**config.mk**
```make
export PLATFORM = sky130hd
export DESIGN_NAME = mvt_acc
export DESIGN_NICKNAME = d
export VERILOG_FILES = /design/src/assert_macros.svh /design/src/mvt_pkg.sv /design/src/mvt_acc.sv
export SDC_FILE = /design/constraint.sdc
export NUM_CORES = 2
export LEC_CHECK = 0
export ABC_AREA = 1
export BUFFER_PORTS_ARGS = -buffer_cell sky130_fd_sc_hd__buf_2
export CORE_AREA = 2 2 500 502
export CTS_CLUSTER_DIAMETER = 80
export DETAILED_ROUTE_END_ITERATION = 8
export DIE_AREA = 0 0 502 504
export MAX_ROUTING_LAYER = met4
export PLACE_DENSITY = 0.51
export SYNTH_ARGS = -nofsm -noshare
export SYNTH_HDL_FRONTEND = slang
export SYNTH_SLANG_ARGS = --single-unit
```
**constraint.sdc**
```tcl
create_clock -name clk_i -period 16.3 [get_ports clk_i]
set_input_delay 1.63 -clock clk_i [delete_from_list [all_inputs] [get_ports clk_i]]
set_output_delay 1.63 -clock clk_i [all_outputs]
set_load 0.02 [all_outputs]
```
**src/assert_macros.svh**
```systemverilog
// Assertion macros for the 4x4 matrix-vector transform block.
// Expects clk_i and rst_ni in the scope that uses them.
`ifndef ASSERT_MACROS_SVH
`define ASSERT_MACROS_SVH

// Check a property on every clock edge outside reset.
`define ASSERT_CHK(lbl, prop, msg) \
  lbl: assert property (@(posedge clk_i) disable iff (!rst_ni) (prop)) \
    else $error(msg);

// Check that a condition in the next cycle follows from a condition now.
`define ASSERT_NEXT(lbl, ante, cons, msg) \
  lbl: assert property (@(posedge clk_i) disable iff (!rst_ni) (ante) |=> (cons)) \
    else $error(msg);

`endif

```
**src/mvt_pkg.sv**
```systemverilog
// Shared widths, types and constants of the matrix-vector transform block.
// No dependencies; used by every module of the block.
package mvt_pkg;

  localparam int DATA_W = 32;
  localparam int FRAC_W = 16;
  localparam int NUM_C  = 4;
  localparam int COL_W  = 2;
  localparam int PROD_W = 2 * DATA_W;
  localparam int PAIR_W = PROD_W + 1;
  localparam int ACC_W  = PROD_W + 2;

  typedef logic [DATA_W-1:0] data_t;
  typedef logic [PROD_W-1:0] prod_t;
  typedef logic [PAIR_W-1:0] pair_t;
  typedef logic [ACC_W-1:0]  acc_t;
  typedef logic [COL_W-1:0]  col_t;

  // Packed so that element 0 sits in the lowest bits.
  typedef data_t [NUM_C-1:0]              vec_t;
  typedef prod_t [NUM_C-1:0][NUM_C-1:0]   prod_mat_t;  // [row][col]
  typedef pair_t [NUM_C-1:0][1:0]         pair_mat_t;  // [row][half]
  typedef acc_t  [NUM_C-1:0]              acc_vec_t;

  typedef enum logic {
    MODE_LOAD  = 1'b0,
    MODE_XFORM = 1'b1
  } mode_e;

  localparam data_t SAT_MAX = {1'b0, {(DATA_W-1){1'b1}}};
  localparam data_t SAT_MIN = {1'b1, {(DATA_W-1){1'b0}}};

endpackage

```
**src/mvt_acc.sv**
```systemverilog
// Two-stage adder tree: pair sums per row, then the full row sum.
// Depends on mvt_pkg.
module mvt_acc (
  input  logic                  clk_i,
  input  logic                  rst_ni,
  input  logic                  vld_i,
  output logic                  rdy_o,
  input  mvt_pkg::prod_mat_t    prod_i,
  output logic                  vld_o,
  input  logic                  rdy_i,
  output mvt_pkg::acc_vec_t     acc_o
);

  mvt_pkg::pair_mat_t pair_d, pair_q;
  mvt_pkg::acc_vec_t  acc_d, acc_q;
  logic               vld_a_q, vld_b_q;
  logic               rdy_b;

  assign rdy_b = !vld_b_q || rdy_i;
  assign rdy_o = !vld_a_q || rdy_b;
  assign vld_o = vld_b_q;
  assign acc_o = acc_q;

  always_comb begin
    for (int r = 0; r < mvt_pkg::NUM_C; r++) begin
      for (int h = 0; h < 2; h++) begin
        pair_d[r][h] = mvt_pkg::PAIR_W'($signed(prod_i[r][2*h]))
                     + mvt_pkg::PAIR_W'($signed(prod_i[r][2*h+1]));
      end
      acc_d[r] = mvt_pkg::ACC_W'($signed(pair_q[r][0]))
               + mvt_pkg::ACC_W'($signed(pair_q[r][1]));
    end
  end

  always_ff @(posedge clk_i or negedge rst_ni) begin
    if (!rst_ni) begin
      vld_a_q <= 1'b0;
      vld_b_q <= 1'b0;
    end else begin
      if (rdy_o) begin
        vld_a_q <= vld_i;
      end
      if (rdy_b) begin
        vld_b_q <= vld_a_q;
      end
    end
  end

  always_ff @(posedge clk_i) begin
    if (rdy_o && vld_i) begin
      pair_q <= pair_d;
    end
    if (rdy_b && vld_a_q) begin
      acc_q <= acc_d;
    end
  end

endmodule

```
# Yosys cells after proc, flatten, opt, wreduce, memory -nomap -nowiden
# Cells that the tools add are included.
# totals
ramBits	0
rom_bits	0
inputBits	1028
memories	0
latch_bits	0
elab_cells	32
register_bits	786
out_inout_bits	266
# classes
shift	0
eq_ne	0
n_lt_le_gt_ge	0
n_reduce_logical	6
n_div	0
mux	0
n_addsub	12
mul	0
bitwise_logic	0
# op_table
operator	count
$add 64x64->65	8
$add 65x65->66	4
$logic_and 1x1->1	2
$logic_not 1->1	2
$logic_or 1x1->1	2

# Logic depth before layout (Yosys ltp)
# logic_depth
depth_word	4
ltp_mapped	15
mapped_depth_nobuf	15

# Least setup slack after synthesis
# Ideal clock, no wire load.
# synth_timing
kind	in2reg
from	input port rdy_i
to	register acc_q (netlist bit acc_o[0]) (enable)
required_time_ns	15.322
path_buffers	0
path_stages	2
setup_time_ns	0.978
slack_ns	1.018
t_arrival_ns	14.305
path_cell_list	inv_1 a21oi_1
# synth_between
elab_chain_cells	2
# synth_rtl
item	line_no	text
from (decl)	mvt_acc.sv:10	input logic rdy_i,
$logic_or 1x1->1	mvt_acc.sv:19	assign rdy_b = !vld_b_q || rdy_i;
$logic_and 1x1->1	mvt_acc.sv:53	if (rdy_b && vld_a_q) begin
to (signal assigned)	mvt_acc.sv:54	acc_q <= acc_d;
to (decl)	mvt_acc.sv:15	mvt_pkg::acc_vec_t acc_d, acc_q;
# Every way passes these cells.
# A chain may end at the register's enable or synchronous reset.

# Final worst setup path
# layout_timing
from	input port rdy_i
to	register pair_q[73] in the netlist's numbering (enable)
# layout_between
elab_chain_cells	3
# layout_rtl
item	line_no	text
$logic_or 1x1->1	mvt_acc.sv:19	
$logic_or 1x1->1	mvt_acc.sv:20	assign rdy_o = !vld_a_q || rdy_b;
$logic_and 1x1->1	mvt_acc.sv:50	if (rdy_o && vld_i) begin
to (signal assigned)	mvt_acc.sv:51	pair_q <= pair_d;
to (decl)	mvt_acc.sv:14	mvt_pkg::pair_mat_t pair_d, pair_q;
# Every way passes these cells.

==> flow_summary.toml <==
[timing]
hold_viol = 0
finalSetupViolations = 0
post-route-period-util_pct = 30.94
finClkSkew_ps = 36.34
fmax_mhz = 198.3
relSlewSlack_pct = 23.43
fin_tns_setup_ps = 0
report.final.slew_viol_count = 0
rsz0062_at_grt = "false"
period_needed_ps = 5043
tightest_slew_ps = 1149

[placement]
placed_cells = 19266
place.gp.congestion = 1.055
hpwl_um = 419900
port_buffers = 1293

[worst_setup_path]
crit_type = "in2reg"
worstReg2RegStart = "vld_o"
worstSetupStartpointType = "input pin"
worstRegToRegCells = 6
worstPathCellList = "buf_2, inv_1, nand3_1, nand2_1, inv_8, buf_4, buf_4, buf_4"
cp_slowest_cell = "buf_4"
cp-end-kind = "flop"
r2r-end = "pair_q[73]"
cp_max_fo = 96
crit_top_cell = "buf_4"
cpLargestDelayFamily = "buffers and inverters"
crit_arrival_ps = 5400
cp.required_ps = 16660
cp_num_buf_inv = 6
max_stage_delay_ps = 1010
rrSetupSlack_ps = 11860

[logic_synthesis]
synth-main-ff-cell = "edfxtp_1"
ys_ff_latch = 786
ys_async_sr_fraction_pct = 0.2545
syn_area_um2 = 88730
ys.warnings.count = 0
synth-seq-area-share_pct = 26.59
syn_avg_cell_area_um2 = 6.063
yosysUniqueCellTypes = 31
synth-edff-count = 784
netlist_instances = 14635
synth_nets = 16447

[power]
p_sw_mw = 4.894
total_power_mw = 10.32
power_density_nw_per_um2 = 100.5
p_leak_nw = 56.31
p_int_mw = 5.427
p_seq_share_pct = 29.6
combPwrFrac_pct = 49.1
vdd_drop_max_uv = 82.09
sw_frac_of_total_pct = 47.42
p_clk_share_pct = 21.3

[clocking]
cts_tree = "yes"
cts_inserted_buffers = 90
postCtsSetupBuffers = 0
clkSlewWorstSetupHoldPaths_ps = 60
cts.repair.resized = 0
htree_num_levels = 3
root_buffer = "clkbuf_16"
hold_buffers = 0
cts.sinks = 786
cts_buffer_depth = 3
clock_latency_ps = 740

[cells_and_area]
syn2layout_area_growth_pct = 15.71
drive_above_1_share_pct = 10.03
fillers = 28269
layout_common_cells = "5298 x nand2_1, 2978 x inv_1, 1619 x nor2_1, 1293 x buf_2, 999 x a21oi_1"
layout_commonest_cell = "nand2_1"
final_net_count = 17840
stdcell_count = 19454

[grt]
grt_max_degree = 144
grt_pass1_vias = 92994
grt_pass1_wl_um = 650700
grt_usage_pct = 36.78
antenna_found_initial = 41
overflow = 0

[min_path]
hp-class = "reg2reg"
min_to = "vld_o"
min_from = "vld_a_q"
min_path_cells = 2

[detailed_routing]
num_vias = 97239
drc = 0
vias_per_cell = 4.998
drt-total-wl_um = 467700
final_antenna_net_count = 0
drt_iter0_markers = 8671
wl_per_cell_um = 24.04
firstDrtPassIters = 6

[die]
core_um2 = 247500
die_x_um = 502
dieArea_um2 = 253000
core.rowCount = 183
initial_utilization_pct = 35.85
die_y_um = 504
ios = 1294

[flow_run]
cap_viol_max_count = 0

[status]
status = "finished clean"
## through the flow
step           utilization [%]  setup WS, ps  hold WS, ps  cell area [µm²]
4_1_cts                  41.45         11290        522.2           102600
2_1_floorplan                -          1018        447.1            88730
5_1_grt                  41.47         10980        552.6           102600
6_report                 41.48         11260        520.8           102700
3_5_place_dp             40.19         10470        508.2            99470
3_3_place_gp             40.19         10460        505.6            99470
## worst register-to-register path: cells and delay by family, from the launching register on
kind	cells	cell delay [ps]
buf+inv	4	3290
flops	1	430
simple gates	2	310
## worst max-delay path by stage
stage | depth (start not counted) | startpoint | slack (ps) | end
after floorplan | 2 | rdy_i | 1020 | acc_o[0]
after global placement | 8 | rdy_i | 10460 | pair_q[10]
after detailed placement | 8 | rdy_i | 10470 | pair_q[73]
after CTS | 8 | rdy_i | 11290 | pair_q[337]
after global routing | 8 | rdy_i | 10980 | pair_q[290]
final | 8 | rdy_i | 11260 | pair_q[73]
## layout make-up
class / instances / area (µm²) / share of cell area, %
clock buffer: 99 / 2307 / 2.247
tap: 3330 / 4167 / 4.058
timing repair buffer: 1301 / 6556 / 6.386
clock inverter: 64 / 824.5 / 0.8032
multi-input combinational: 10865 / 53950 / 52.55
antenna: 25 / 62.56 / 0.06094
inverter: 2984 / 11210 / 10.92
sequential: 786 / 23590 / 22.98
## cell families (layout without fill, tap and decap cells)
group,count (synthesis),in the layout,share of synthesized area (%)
compound gates,1663,1663,9.770
xor+xnor,392,392,3.869
flops,786,786,26.59
fa+ha+maj,784,784,11.16
simple gates,8026,8026,35.99
buf+inv,2984,4448,12.62
other cells,0,25,0
## per-layer routing
layer	up-vias	GRT usage [%]	routed length, µm	part of all wire [%]
met5	-	-	0	0
met3	668	3.929	26650	5.7
li1	48464	-	-	-
met4	0	20.02	30590	6.5
met1	44807	46.35	202600	43
met2	3300	57.62	207900	44
## synth_stat cells (6+ instances only)
master / n / area share, %
nand3_1: 639 / 3.6
ha_1: 772 / 11
a21boi_0: 12 / 0.10
fa_1: 12 / 0.27
nand2_1: 5298 / 22
xor2_1: 388 / 3.8
o21ai_1: 12 / 0.068
nand4_1: 73 / 0.51
o21bai_1: 69 / 0.58
nor4_1: 36 / 0.25
nand2_2: 107 / 0.75
nor3_2: 6 / 0.068
nor2_4: 8 / 0.10
a21o_1: 27 / 0.23
edfxtp_1: 784 / 27
inv_1: 2979 / 13
o21a_1: 9 / 0.076
nor3_1: 209 / 1.2
nor2_2: 18 / 0.13
nor2_1: 1619 / 6.8
o21ai_0: 520 / 2.9
a21oi_1: 1000 / 5.6
a21oi_2: 10 / 0.099
## state kept, by name, indices dropped and copies added (netlist names)
| name | count |
|---|---|
| acc_o | 264 |
| pair_q | 520 |
| vld_a_q | 1 |
| vld_o | 1 |
## power by group through the flow
stage	logic (mW)	clock network [mW]	registers, mW
6_report	5.07	2.20	3.06
5_1_grt	5.46	2.30	3.07
4_1_cts	5.00	2.23	3.05
3_5_place_dp	4.98	0	3.09
3_3_place_gp	4.99	0	3.09
2_1_floorplan	2.66	0	3.20
Power figures use the tool's default switching activity.
