===== config.mk =====
export PLATFORM = sky130hd
export DESIGN_NAME = mvt_sat
export DESIGN_NICKNAME = d
export VERILOG_FILES = /design/src/assert_macros.svh /design/src/mvt_pkg.sv /design/src/mvt_sat.sv
export SDC_FILE = /design/constraint.sdc
export NUM_CORES = 1
export LEC_CHECK = 0
export ABC_AREA = 1
export BUFFER_PORTS_ARGS = -buffer_cell sky130_fd_sc_hd__buf_2
export CORE_AREA = 2 2 155 157
export DETAILED_ROUTE_END_ITERATION = 16
export DIE_AREA = 0 0 157 159
export PLACE_DENSITY = 0.66
export SETUP_SLACK_MARGIN = 0.4
export SLEW_MARGIN = 5
export SYNTH_ARGS = -nofsm -noshare
export SYNTH_HDL_FRONTEND = slang
export SYNTH_SLANG_ARGS = --single-unit

===== constraint.sdc =====
create_clock -name clk_i -period 7.45 [get_ports clk_i]
set_clock_uncertainty 0.15 [all_clocks]
set_input_delay 0.745 -clock clk_i [delete_from_list [all_inputs] [get_ports clk_i]]
set_output_delay 0.745 -clock clk_i [all_outputs]
set_load 0.02 [all_outputs]

===== src/assert_macros.svh =====
// Assertion macros for the 4x4 matrix-vector transform block.
// Expects clk_i and rst_ni in the scope that uses them.
`ifndef ASSERT_MACROS_SVH
`define ASSERT_MACROS_SVH

// Check a property on every clock edge outside reset.
`define ASSERT_CHK(lbl, prop, msg) \
  lbl: assert property (@(posedge clk_i) disable iff (!rst_ni) (prop)) \
    else $error(msg);

// Check that a condition in the next cycle follows from a condition now.
`define ASSERT_NEXT(lbl, ante, cons, msg) \
  lbl: assert property (@(posedge clk_i) disable iff (!rst_ni) (ante) |=> (cons)) \
    else $error(msg);

`endif


===== src/mvt_pkg.sv =====
// Shared widths, types and constants of the matrix-vector transform block.
// No dependencies; used by every module of the block.
package mvt_pkg;

  localparam int DATA_W = 32;
  localparam int FRAC_W = 16;
  localparam int NUM_C  = 4;
  localparam int COL_W  = 2;
  localparam int PROD_W = 2 * DATA_W;
  localparam int PAIR_W = PROD_W + 1;
  localparam int ACC_W  = PROD_W + 2;

  typedef logic [DATA_W-1:0] data_t;
  typedef logic [PROD_W-1:0] prod_t;
  typedef logic [PAIR_W-1:0] pair_t;
  typedef logic [ACC_W-1:0]  acc_t;
  typedef logic [COL_W-1:0]  col_t;

  // Packed so that element 0 sits in the lowest bits.
  typedef data_t [NUM_C-1:0]              vec_t;
  typedef prod_t [NUM_C-1:0][NUM_C-1:0]   prod_mat_t;  // [row][col]
  typedef pair_t [NUM_C-1:0][1:0]         pair_mat_t;  // [row][half]
  typedef acc_t  [NUM_C-1:0]              acc_vec_t;

  typedef enum logic {
    MODE_LOAD  = 1'b0,
    MODE_XFORM = 1'b1
  } mode_e;

  localparam data_t SAT_MAX = {1'b0, {(DATA_W-1){1'b1}}};
  localparam data_t SAT_MIN = {1'b1, {(DATA_W-1){1'b0}}};

endpackage


===== src/mvt_sat.sv =====
// Fraction shift, saturation and the output register of the block.
// Depends on mvt_pkg.
module mvt_sat (
  input  logic               clk_i,
  input  logic               rst_ni,
  input  logic               vld_i,
  output logic               rdy_o,
  input  mvt_pkg::acc_vec_t  acc_i,
  output logic               vld_o,
  input  logic               rdy_i,
  output mvt_pkg::vec_t      res_o,
  output logic               sat_o
);

  logic signed [mvt_pkg::ACC_W-1:0] shifted [mvt_pkg::NUM_C];
  logic [mvt_pkg::ACC_W-mvt_pkg::DATA_W:0] top [mvt_pkg::NUM_C];
  logic [mvt_pkg::NUM_C-1:0] clip;
  mvt_pkg::vec_t res_d, res_q;
  logic          sat_q, vld_q;

  assign rdy_o = !vld_q || rdy_i;
  assign vld_o = vld_q;
  assign res_o = res_q;
  assign sat_o = sat_q;

  always_comb begin
    for (int r = 0; r < mvt_pkg::NUM_C; r++) begin
      shifted[r] = $signed(acc_i[r]) >>> mvt_pkg::FRAC_W;
      top[r]     = shifted[r][mvt_pkg::ACC_W-1:mvt_pkg::DATA_W-1];
      // In range only when all bits above the result sign agree with it.
      clip[r]    = !((&top[r]) || !(|top[r]));
      if (!clip[r]) begin
        res_d[r] = shifted[r][mvt_pkg::DATA_W-1:0];
      end else if (acc_i[r][mvt_pkg::ACC_W-1]) begin
        res_d[r] = mvt_pkg::SAT_MIN;
      end else begin
        res_d[r] = mvt_pkg::SAT_MAX;
      end
    end
  end

  always_ff @(posedge clk_i or negedge rst_ni) begin
    if (!rst_ni) begin
      vld_q <= 1'b0;
    end else if (rdy_o) begin
      vld_q <= vld_i;
    end
  end

  always_ff @(posedge clk_i) begin
    if (rdy_o && vld_i) begin
      res_q <= res_d;
      sat_q <= |clip;
    end
  end

endmodule

---- Yosys cells after proc, flatten, opt, wreduce, memory -nomap -nowiden ----
Cells that the tools add are included.
W data, S select, Z words.
storage, ports and cells
  register bits ........................... 130
  bits of input ports ..................... 268
  output and inout bits ................... 131
  word-level logic and storage cells ...... 38
operators by class
  mux-type cells .......................... 8
  reduce and logical (&&, ||, !) cells .... 24
operators by type and width
  cell                 number
  $mux W32             8
  $reduce_and A19 Y1   4
  $reduce_or A19 Y1    4
  $logic_not A1 Y1     9
  $logic_or A1 B1 Y1   5
  $reduce_or A4 Y1     1
  $logic_and A1 B1 Y1  1

---- Depth between registers and ports, before layout ----
Gate-level depths: netlist (run 1).
  word-level depth ........................ 5
  mapped depth ............................ 9
  gate-level depth less buffers ........... 9

---- Worst setup path before layout (run 1) ----
Ideal clock, no wire load.
  kind .................................... input to register
  from .................................... in vld_i
  to ...................................... reg res_q (netlist bit res_o[0]), enable pin
  library setup time ...................... 660 ps
  arrival time ............................ 6998 ps
  required time ........................... 6640 ps
  slack ................................... -358 ps
  stages .................................. 2
  buffers on the path ..................... 0
  cell sequence ........................... inv_1 -> a21oi_1
on the way
  longest elaborated chain between the ends .. 1
ends and longest elaborated chain
  element                 RTL line       source
  start: declaration      mvt_sat.sv:6   input logic vld_i,
  $logic_and A1 B1 Y1     mvt_sat.sv:51  if (rdy_o && vld_i) begin
  end signal: assignment  mvt_sat.sv:52  res_q <= res_d;
  end: declaration        mvt_sat.sv:18  mvt_pkg::vec_t res_d, res_q;
Every way passes these cells.
A chain may end at the register's enable or synchronous reset.

---- Worst setup path in the final report (run 1) ----
  from .................................... in rdy_i
  to ...................................... reg res_q (netlist bit res_o[83]), enable pin
on the way
  longest elaborated chain between the ends .. 2
ends and longest elaborated chain
  element              RTL line       source
  start: declaration   mvt_sat.sv:10  input logic rdy_i,
  $logic_or A1 B1 Y1   mvt_sat.sv:21  assign rdy_o = !vld_q || rdy_i;
  $logic_and A1 B1 Y1  mvt_sat.sv:51
Every way passes these cells.

==> impl_metrics.toml, run 1 <==
[status]
status = "finished clean"

[die]
rows = 56
core_um2 = 23190
die_area_um2 = 24960
die_h_um = 159
start_util_pct = 24.87
pin_count = 399
die_x_um = 157

[route]
drtIter0Drc = 246
wl_mm = 16.20
route.detailed.drc = 0
wl_met1_mm = 6.341
ant_nets = 0
wl_per_cell_um = 13.41
dr.pass1.iters = 5
maxUsedRoutingLayer = "met5"
dr_wl_met3_mm = 1.312
vias = 4902
via_per_inst = 4.058
wl_met2_mm = 8.111

[hold_path]
min_path_type = "in -> reg"

[power]
p_leak_uw = 0.003654
peakVddDrop_mv = 0.1194
p_per_area_nw_per_um2 = 233.6

[worst_setup_path]
cp-start-kind = "input port"
cp-end-kind = "flop"
cp.arrival_ps = 2540
crit_chain = "buf_2, inv_1, a21oi_4, buf_4, buf_4"
cp_common_cell = "buf_4"
cpLargestDelayFamily = "buffers and inverters"
crit_buf_inv = 4
cpMaxStageDelayCell = "buf_4"
worstSetupPathType = "in -> reg"
critPathMaxStageDelay_ps = 810
critPathRequiredTime_ps = 7340
cp_max_fo = 69

[global_routing]
antenna_found_initial = 2
grt_pass1_wl_mm = 24.41
grt_use_total_pct = 12.81
grt_max_degree = 70
grt_pass1_vias = 4853
grt-ovfl-total = 0

[timing]
slew_viol_final = 0
min_period_over_period_pct = 35.59
rsz0062_at_grt = "no"
fin_crit_ps = 2651
whs_ps = 395.8
max_slew_margin_pct = 40.12
finalHoldViolCount = 0
worst_slew_pin_slew_ps = 898.2
tns_ps = 0
finalSetupViolations = 0
max_clock_freq_mhz = 377.2

[clock_tree]
cts.sinks = 130
cts.clk_slew.worst_paths_ps = 60
cts_hold_buf = 1
ctsRootBufferMaster = "clkbuf_16"
cts_resized = 0
post_cts_buffers = 0
clock_path_buffers = 2
cts_htree_levels = 4
numCtsBuffers = 17
tritoncts = "done"
clk_latency_ps = 420

[placement]
dp_cells = 1175
place_hpwl_mm = 12.01
placed_area_um2 = 7585
port_buffers = 334
gp_congestion = 0.8051

[logic_synthesis]
synth_compound_gate_area_share_pct = 0.08677
synthesis.nets = 816
synth_cell_types = 18
synth_seq_cells = 130
synthSimpleGateAreaFrac_pct = 26.94
synth_warnings = 0
synth_top_family_by_area = "simple AND/OR/NAND/NOR gates"
synth-xor-area-share_pct = 0
synthAdderAreaFrac_pct = 0
muxShareOfSynthArea_pct = 0
synthesis.area_um2 = 5768
avgSynthCellArea_um2 = 10.53
yosysSeqAreaShare_pct = 67.59
synthCells = 548

[layout]
drive_gt1_share_pct = 42.68
finalNetCount = 1144
stdcell_count = 1208
seq_area_um2 = 3899
layout_common_cells = "buf_2, nand2_1, edfxtp_1"
multiInputGateArea_um2 = 1570
fillers = 2403
layout_commonest_cell = "buf_2"
stdcell_area_um2 = 8185
area_growth_pct = 41.91

[job]
maxCapViolations = 0
-- layout make-up --
cell class,instances,area share [%]
sequential,130,47.63
timing repair buffer,337,20.73
multi-input combinational,382,19.18
clock buffer,17,5.197
tap,319,4.876
clock inverter,14,1.987
inverter,8,0.3669
antenna,1,0.03057
-- final timing paths --
| kind | startpoint | endpoint | slack (ps) | depth (start not counted) |
|---|---|---|---|---|
| min in group asynchronous | rst_ni | vld_o | 500 | 2 |
| min reg2reg | vld_o | vld_o | 430 | 2 |
| max in group asynchronous | rst_ni | vld_o | 6560 | 2 |
| min | acc_i[197] | res_o[95] | 400 | 1 |
| max | rdy_i | res_o[83] | 4800 | 5 |
| max reg2reg | vld_o | res_o[83] | 4800 | 3 |
-- cells in the mapped netlist --
master,instances,area share (%)
a21oi_1,1,0.087
dfrtp_1,1,0.43
nand4_1,8,0.87
buf_4,3,0.39
nand3_2,4,0.69
nand2_1,293,19
nand3_1,5,0.43
or2_1,8,0.87
edfxtp_1,129,67
buf_6,21,4.1
nand2_2,1,0.11
nand3b_2,3,0.59
clkbuf_1,3,0.20
dlygate4sd3_1,1,0.17
inv_1,8,0.52
nor2_2,2,0.22
nor2_1,54,3.5
nand2_4,3,0.59
-- worst reg2reg max path, cell delays in order (launching register included) --
cell,delay [ps]
dfrtp_1,420
a21oi_4,150
buf_4,600
buf_4,870
-- per-stage QoR --
stage / utilization (%) / total power, uW / setup slack (ps)
after detailed placement: 32.70 / 1088 / 4318
after global routing: 35.28 / 1990 / 4641
after floorplan: - / 986.3 / 2299
after global placement: 32.70 / 1084 / 4350
final: 35.29 / 1912 / 4799
after CTS: 35.28 / 1941 / 4751
-- report_power, final --
group / internal (uW) / switching, uW
logic: 77.4 / 130
clock network: 523 / 320
registers: 853 / 8.57
total: 1450 / 458
-- logic make-up (layout without fill, tap and decap cells) --
| kind of cell | Yosys count | in the layout |
|---|---|---|
| simple gates | 381 | 381 |
| compound gates | 1 | 1 |
| other cells | 0 | 1 |
| buf+inv | 36 | 376 |
| flops | 130 | 130 |
-- routing by layer --
| metal | up-vias | global-route usage [%] |
|---|---|---|
| li1 | 2443 | - |
| met1 | 2223 | 13.45 |
| met2 | 205 | 22.75 |
| met3 | 29 | 4.573 |
| met4 | 2 | 5.838 |
| met5 | - | 0 |
-- state kept, by name, indices dropped and copies added, names as in the netlist --
signal  cells
res_o     128
sat_o       1
vld_o       1
No activity file was read; power rests on OpenSTA's default activity.
==> run 2, diff against run 1 <==
Settings changed: ABC_AREA 1 to 0, CORE_AREA 2 2 155 157 to 2 2 157 159, DIE_AREA 0 0 157 159 to 0 0 159 161, PLACE_DENSITY 0.66 to 0.62.
Clock period 7.45 ns to 2.6 ns, I/O delays scaled along.
==> impl_metrics.toml, run 2 <==
[die]
die_h_um = 161
rows = 57
die_area_um2 = 25600
core_um2 = 23960
start_util_pct = 23.60
die_x_um = 159
pin_count = 399

[timing]
finalHoldViolCount = 0
worst_slew_pin_slew_ps = 708.2
tns_ps = 0
max_slew_margin_pct = 52.79
finalSetupViolations = 0
fin_crit_ps = 2117
rsz0062_at_grt = "no"
slew_viol_final = 0
max_clock_freq_mhz = 472.4
min_period_over_period_pct = 81.42

[logic_synthesis]
synth_top_cell_by_area = "edfxtp_1"
yosysSeqAreaShare_pct = 68.95
synthesis.area_um2 = 5654
synthTopCellsByCount = "edfxtp_1, a21o_2, a21o_1"
synth_ff_type = "edfxtp_1"
synth_seq_cells = 130
synth_warnings = 0
avgSynthCellArea_um2 = 16.34
synth_most_common_cell = "edfxtp_1"
synth_edf_count = 129
async_reset_ff_share_pct = 0.7692
synth_cell_types = 19
synthesis.nets = 614
netlist_top_cells_area = "edfxtp_1, a21o_2, a21o_1"
synthCells = 346
synth_top_area_share_pct = 68.51

[worst_setup_path]
cp-end-kind = "flop"
crit_chain = "dlygate4sd3_1, buf_2, nor4_2, nand4_1, nor4_4, a311oi_4, clkbuf_16, a21o_2"
rrSetupSlack_ps = 890
cp_max_fo = 5
worstSetupPathType = "in -> reg"
critPathRequiredTime_ps = 2610
cp.arrival_ps = 2120
critPathMaxStageDelay_ps = 530
cpLargestDelayFamily = "buffers and inverters"
cp-start-kind = "input port"
worstRegToRegCells = 3
crit_cells = 8
crit_buf_inv = 3
cpMaxStageDelayCell = "dlygate4sd3_1"

[route]
dr.pass1.iters = 4
route.detailed.drc = 0
via_per_inst = 4.237
drtIter0Drc = 176
wl_mm = 17.72
vias = 4923
ant_nets = 0
wl_per_cell_um = 15.25

[hold_path]
min_path_type = "in -> reg"
hold_depth = 2

[placement]
place_hpwl_mm = 11.23
gp_congestion = 0.7782
port_buffers = 334

[power]
p_leak_uw = 0.004479
peakVddDrop_mv = 0.3421
p_per_area_nw_per_um2 = 588.0

[global_routing]
grt-ovfl-total = 0
grt_max_degree = 83
antenna_found_initial = 0
grt_use_total_pct = 13.04
grt_pass1_vias = 5195
grt_pass1_wl_mm = 26.36

[status]
status = "finished clean"

[layout]
area_growth_pct = 74.68
final_core_util_pct = 41.22
seq_area_um2 = 3899
largest_reg_flops = 128
layout_common_cells = "buf_2, dlygate4sd3_1, edfxtp_1"
finalNetCount = 1094
drive_gt1_share_pct = 58.11
fillers = 2259
diodes = 0
multiInputGateArea_um2 = 1599
layout_commonest_cell = "buf_2"

[clock_tree]
cts.clk_slew.worst_paths_ps = 50
cts.sinks = 130
clk_latency_ps = 400
ctsRootBufferMaster = "clkbuf_16"
cts_htree_levels = 4
tritoncts = "done"
clock_path_buffers = 2
numCtsBuffers = 17

[job]
maxCapViolations = 0
==> run 2: cell types whose count changed after synthesis, moves of 5 or more <==
| cell | before | now |
|---|---|---|
| a21o_1 | 0 | 39 |
| a21o_2 | 0 | 85 |
| inv_1 | 8 | 0 |
| nand2_1 | 293 | 0 |
| nand3_1 | 5 | 0 |
| nand4_1 | 8 | 21 |
| nor2_1 | 54 | 8 |
| nor4_1 | 0 | 16 |
| or2_1 | 8 | 0 |
==> run 2: where the power goes <==
part	switching [uW]	leakage [uW]	internal [uW]	total, uW
logic	413	0.00295	425	839
clock network	899	0.000290	1600	2490
registers	29.1	0.00124	2450	2470
total	1340	0.00448	4470	5810
==> run 2: metal layers <==
layer	track usage, %	routed length [um]
met5	0	0
met4	4.835	405
met3	4.725	1263
met2	23.75	9251
met1	13.85	6795
==> run 2: cells by family after synthesis <==
family,synth area share (%)
compound gates,19.92
flops,68.95
buf+inv,4.846
simple gates,6.285
==> run 2: area by class of cell <==
type / count / area share [%]
clock buffers: 17 / 4.307
clock inverters: 14 / 1.926
multi-input cells: 188 / 16.19
flip-flops and latches: 130 / 39.47
well taps: 324 / 4.104
repair buffers: 489 / 34.00
==> run 2: final timing paths <==
path	from	to
max	acc_i[65]	res_o[21]
min	acc_i[263]	res_o[127]
max reg2reg	vld_o	res_o[64]
min reg2reg	vld_o	res_o[48]
max in group asynchronous	rst_ni	vld_o
min in group asynchronous	rst_ni	vld_o
==> run 2: metrics by stage <==
step	setup slack [ps]	hold slack, ps	std cells	instance area [um2]	power (uW)
2_1_floorplan	459.0	-185.6	346	5664	2844
3_5_place_dp	304.6	-114.0	989	7666	3160
5_1_grt	406.6	94.48	1162	9877	6045
4_1_cts	403.8	243.8	1152	9603	5859
3_3_place_gp	356.9	-113.7	989	7666	3150
6_report	483.2	116.0	1162	9877	5807
==> run 2: repair_timing <==
item / 4_1_cts / 5_1_grt
gates resized for setup: 0 / 13
endpoints found under the setup margin: 0 / 37
hold endpoints to repair: 130 / 0
setup buffers: 0 / 3
hold buffers: 132 / 0
==> run 2: worst register-to-register path: cells and delay by family (launching register included) <==
kind                   cells  cell delay, ps
flip-flops                 1             410
AND/OR/NAND/NOR            2             230
buffers and inverters      1             510
